==> src/hw/rtl/thp_pkg.sv <==
// ----------------------------------------------------------------------------
// thp_pkg
// shared constants, register indexes and arithmetic helpers of the
// temperature / pressure / humidity compensation core
// ----------------------------------------------------------------------------
`default_nettype none

package thp_pkg;

   // configuration register indexes
   typedef enum logic [2:0] {
      CSR_TEMP_COEF = 3'd0,
      CSR_PRESS_LO  = 3'd1,
      CSR_PRESS_HI  = 3'd2,
      CSR_PRESS_P9  = 3'd3,
      CSR_HUM_COEF  = 3'd4
   } csr_idx_type;

   // pipeline depths, counted in register stages from the input transaction
   localparam int TEMP_TF_LAT = 4;   // fine temperature
   localparam int TEMP_TC_LAT = 5;   // centidegrees
   localparam int HUM_LAT     = 11;  // humidity, after fine temperature
   localparam int DIV_STAGES  = 64;  // one quotient bit per stage
   localparam int PRESS_LAT   = 7 + DIV_STAGES + 7;
   localparam int TOTAL_LAT   = TEMP_TF_LAT + PRESS_LAT;

   // compensation constants
   localparam logic [33:0] PRESS_OFFSET = 34'd128000;
   localparam logic [20:0] PRESS_FULL   = 21'd1048576;
   localparam logic [11:0] PRESS_SCALE  = 12'd3125;
   localparam logic [31:0] HUM_OFFSET   = 32'd76800;
   localparam logic [31:0] HUM_ROUND_A  = 32'd16384;
   localparam logic [31:0] HUM_ROUND_B  = 32'd32768;
   localparam logic [31:0] HUM_BIAS     = 32'd2097152;
   localparam logic [31:0] HUM_ROUND_C  = 32'd8192;
   localparam logic [31:0] HUM_CAP      = 32'd419430400;
   localparam logic [16:0] HUM_CAP_OUT  = 17'd102400;
   localparam logic [31:0] TEMP_ROUND   = 32'd128;
   localparam logic [63:0] PRESS_BIAS47 = 64'h0000_8000_0000_0000;

   // one stage of the restoring divider
   typedef struct packed {
      logic [30:0] rem;
      logic [63:0] nq;
      logic [30:0] dvs;
      logic        neg;
      logic        invalid;
   } div_stage_type;

   function automatic logic [31:0] asr32(input logic [31:0] x, input int unsigned n);
      return 32'($signed(x) >>> n);
   endfunction

   function automatic logic [63:0] asr64(input logic [63:0] x, input int unsigned n);
      return 64'($signed(x) >>> n);
   endfunction

endpackage

`default_nettype wire

==> src/hw/rtl/thp_temp.sv <==
// ----------------------------------------------------------------------------
// thp_temp
// temperature compensation pipeline: fine temperature and centidegrees
// ----------------------------------------------------------------------------
`default_nettype none

module thp_temp
   import thp_pkg::*;
(
   input  wire logic        clock,
   input  wire logic        en,
   input  wire logic [19:0] raw_temperature,
   input  wire logic [47:0] temp_coef,
   output logic      [31:0] tf,
   output logic      [31:0] tc
);

   logic [31:0] t1_ext, t2_ext, t3_ext;
   logic [31:0] x1_in, x1_ff, d_in, d_ff;
   logic [31:0] m1_in, m1_ff, dd_in, dd_ff;
   logic [31:0] v1_in, v1_ff, v2p_in, v2p_ff;
   logic [31:0] tf_in, tf_ff, tc_in, tc_ff;

   assign t1_ext = {16'b0, temp_coef[15:0]};
   assign t2_ext = {{16{temp_coef[31]}}, temp_coef[31:16]};
   assign t3_ext = {{16{temp_coef[47]}}, temp_coef[47:32]};

   assign x1_in  = {15'b0, raw_temperature[19:3]} - {15'b0, temp_coef[15:0], 1'b0};
   assign d_in   = {16'b0, raw_temperature[19:4]} - t1_ext;
   assign m1_in  = x1_ff * t2_ext;
   assign dd_in  = d_ff * d_ff;
   assign v1_in  = asr32(m1_ff, 11);
   assign v2p_in = asr32(dd_ff, 12) * t3_ext;
   assign tf_in  = v1_ff + asr32(v2p_ff, 14);
   // tf * 5 as shift and add
   assign tc_in  = asr32({tf_ff[29:0], 2'b0} + tf_ff + TEMP_ROUND, 8);

   always_ff @(posedge clock) begin
      if (en) begin
         x1_ff  <= x1_in;
         d_ff   <= d_in;
         m1_ff  <= m1_in;
         dd_ff  <= dd_in;
         v1_ff  <= v1_in;
         v2p_ff <= v2p_in;
         tf_ff  <= tf_in;
         tc_ff  <= tc_in;
      end
   end

   assign tf = tf_ff;
   assign tc = tc_ff;

endmodule

`default_nettype wire

==> config.mk <==
export PLATFORM = sky130hd
export DESIGN_NAME = thp_temp
export DESIGN_NICKNAME = d
export VERILOG_FILES = /design/src/hw/rtl/thp_pkg.sv /design/src/hw/rtl/thp_temp.sv
export SDC_FILE = /design/constraint.sdc
export NUM_CORES = 2
export LEC_CHECK = 0
export ABC_AREA = 1
export BUFFER_PORTS_ARGS = -buffer_cell sky130_fd_sc_hd__buf_2
export CORE_MARGIN = 1
export CORE_UTILIZATION = 45
export CTS_CLUSTER_SIZE = 12
export DETAILED_ROUTE_END_ITERATION = 8
export PLACE_DENSITY = 0.62
export SLEW_MARGIN = 10
export SYNTH_ARGS = -nofsm -noshare
export SYNTH_HDL_FRONTEND = slang
export SYNTH_SLANG_ARGS = --single-unit
==> constraint.sdc <==
create_clock -name clock -period 9 [get_ports clock]
set_input_delay 0.45 -clock clock [delete_from_list [all_inputs] [get_ports clock]]
set_output_delay 0.45 -clock clock [all_outputs]
set_load 0.02 [all_outputs]
==> flow_summary.yaml <==
run_status:
  status: "completed"
logic_synthesis:
  syn_avg_cell_area_um2: 8.17
  syn_inst: 5174
  synth_nets: 6483
  async_flop_share_pct: 0
  yosys_warnings: 0
  synth_cell_types: 45
  ys_seq_area_share_pct: 10.2
  synth_edf_count: 144
  synth-seq-cells: 144
  synth_ff_type: "edfxtp_1"
  synth_area_mm2: 0.0423
worst_setup_path:
  path_max_fanout: 8
  crit_type: "flop to flop"
  r2r_slack_ns: 1.52
  r2r-end: "dd_ff[31]"
  crit_required_ns: 9.25
  crit_path_end_kind: "flop"
  startpoint_type: "flop"
  cp.arrival_ns: 7.73
  r2r-start: "x1_ff[30]"
  r2r_cells: 26
global_routing:
  grt_pass1_vias: 33500
  grt_pass1_wl_mm: 169
  grt_start_max_net_pins: 80
  grt.overflow.total: 0
  antenna_found_initial: 3
  grt_use_total_pct: 22.6
clock_tree:
  clock_latency_ns: 0.50
  cts_tree: "done"
  cts_hold_buf: 0
  cts_buffer_depth: 2
  cts_setup_buffers: 0
  cts_resized: 0
  cts_buffers: 17
  root_buffer: "clkbuf_16"
  cts_max_level: 4
  cts_sinks: 144
  cts.reportedPaths.clkPinSlew_ns: 0.07
sta:
  slew_viol_final: 0
  maxSlewHeadroom_pct: 29.0
  tightest_slew_ns: 1.06
  setup_tns_ns: 0
  hold_viol: 0
  setup_viol: 0
  min_period_ns: 7.48
  fin_crit_sh_pct: 83.1
  fmax_mhz: 134
  fin_worst_skew_ns: 0.0222
  rsz0062_at_grt: "no"
detailed_routing:
  postRouteAntennaNets: 0
  via_per_inst: 4.84
  vias: 31200
  routed_wl_mm: 101
  drt_first_pass_iters: 6
  first_iter_violations: 1765
  wl_per_cell_um: 15.7
  drcViolationCount: 0
finish:
  nets: 6492
  layout-drive-gt1-share_pct: 4.33
  synthToLayoutAreaGrowth_pct: 5.40
  fillers: 9175
hold_path:
  min_to: "x1_ff[0]"
  min-delay-start: "raw_temperature[3]"
  hold_depth: 1
  hp-class: "primary input to flop"
flow_run:
  drv_cap: 0
floorplanning:
  initial_core_util_pct: 45.4
  num_rows: 112
  die_y_um: 308
  io_pins: 134
  fp.dieW_um: 308
  coreArea_mm2: 0.0932
  die_area_mm2: 0.0952
place:
  gp_congestion: 0.922
  dp_hpwl_mm: 83.9
  port_buffers: 130
## sequential cells by signal, summed over array words and instances, names as in the netlist
signal	flops
tf	22
dd_ff	20
v1_ff	21
m1_ff	21
x1_ff	18
tc	24
v2p_ff	18
## through the flow
stage               util, %  instances  hold slack (ns)  worst slack, ns  instance area (µm²)
floorplan                 -       5174            0.400             1.85                42300
global placement       47.2       6418            0.401             1.57                44000
detailed placement     47.2       6418            0.405             1.50                44000
CTS                    47.8       6450           0.0974             1.47                44600
global route           47.8       6450            0.117             1.12                44600
finish                 47.8       6451            0.142             1.52                44600
## worst max-delay path, cell delays in order, from the launching register on
cell	delay, ns
edfxtp_1	0.50
nand2_1	0.31
fa_1	0.51
inv_1	0.18
ha_1	0.25
inv_1	0.09
xor2_1	0.26
inv_1	0.10
fa_1	0.79
inv_1	0.29
fa_1	0.52
fa_1	0.55
inv_1	0.07
fa_1	0.55
fa_1	0.43
fa_1	0.51
inv_1	0.04
ha_1	0.35
nand2_1	0.11
nor2_1	0.16
nand2_1	0.10
nor4_1	0.17
nand2_1	0.09
nand3_1	0.13
inv_1	0.05
nand3_1	0.07
nand2_1	0.05
## synth_stat cells, types with 2 or more instances
master / n / share of area, %
a211oi_1: 2 / 0.036
a21boi_0: 5 / 0.089
a21o_1: 21 / 0.37
a21oi_1: 156 / 1.8
a31o_2: 2 / 0.041
a31oi_1: 8 / 0.12
and2_1: 2 / 0.030
buf_1: 10 / 0.089
buf_2: 10 / 0.12
buf_4: 22 / 0.39
clkbuf_1: 123 / 1.1
edfxtp_1: 144 / 10
fa_1: 863 / 41
ha_1: 376 / 11
inv_1: 1551 / 14
inv_2: 2 / 0.018
nand2_1: 1203 / 11
nand2_2: 5 / 0.074
nand3_1: 120 / 1.4
nand3b_1: 5 / 0.089
nand4_1: 18 / 0.27
nor2_1: 195 / 1.7
nor2_2: 2 / 0.030
nor3_1: 26 / 0.31
nor4_1: 6 / 0.089
nor4_2: 2 / 0.059
o2111ai_1: 3 / 0.062
o211ai_1: 8 / 0.14
o21a_1: 8 / 0.14
o21ai_0: 86 / 1.0
o21ai_1: 10 / 0.12
o21ai_2: 3 / 0.062
o21bai_1: 23 / 0.41
o31ai_1: 3 / 0.053
or2_2: 20 / 0.30
xnor2_1: 37 / 0.77
xor2_1: 86 / 1.8
## metal layers
| metal | part of all wire [%] | up-vias | global-route usage, % |
|---|---|---|---|
| met4 | 2.4 | 4 | 5.77 |
| met3 | 4.5 | 139 | 2.67 |
| li1 | - | 15000 | - |
| met5 | 0.034 | - | 0 |
| met2 | 49 | 709 | 39.5 |
| met1 | 44 | 15300 | 29.6 |
## cell families after synthesis
kind of cell             count (synthesis)  share of synthesized area (%)
adder cells (fa/ha/maj)               1239                           52.0
flip-flops                             144                           10.2
AO/OA/AOI/OAI                          343                           4.62
buffers and inverters                 1719                           15.5
AND/OR/NAND/NOR                       1606                           15.1
XOR/XNOR                               123                           2.55
## worst max-delay path by stage
stage,startpoint,end,slack [ns],cells past startpoint
after global placement,x1_ff[30],dd_ff[31],1.57,26
final,x1_ff[30],dd_ff[31],1.52,26
after global routing,x1_ff[30],dd_ff[31],1.12,26
after floorplan,x1_ff[30],dd_ff[31],1.85,28
after detailed placement,x1_ff[30],dd_ff[31],1.50,26
after CTS,x1_ff[30],dd_ff[31],1.47,26
## placed cells by master (no fill, tap or decap), types with 37 or more instances in the layout
cell type / instances
inv_1: 1551
nand2_1: 1203
fa_1: 863
ha_1: 376
nor2_1: 195
a21oi_1: 156
edfxtp_1: 144
buf_2: 129
nand3_1: 120
xor2_1: 86
o21ai_0: 86
xnor2_1: 37
## layout make-up
cell class	instances	area [µm²]	area share, %
Timing Repair Buffer	156	852	1.91
Multi-Input combinational cell	3311	31400	70.5
Tap cell	1254	1570	3.52
Inverter	1553	5830	13.1
Clock buffer	17	425	0.955
Sequential cell	144	4320	9.71
Antenna cell	1	2.50	0.00562
Clock inverter	15	155	0.348
Power is left out: the tool's default activity adds up to more than one toggle a clock period on the data nets, which glitch-free logic cannot reach.
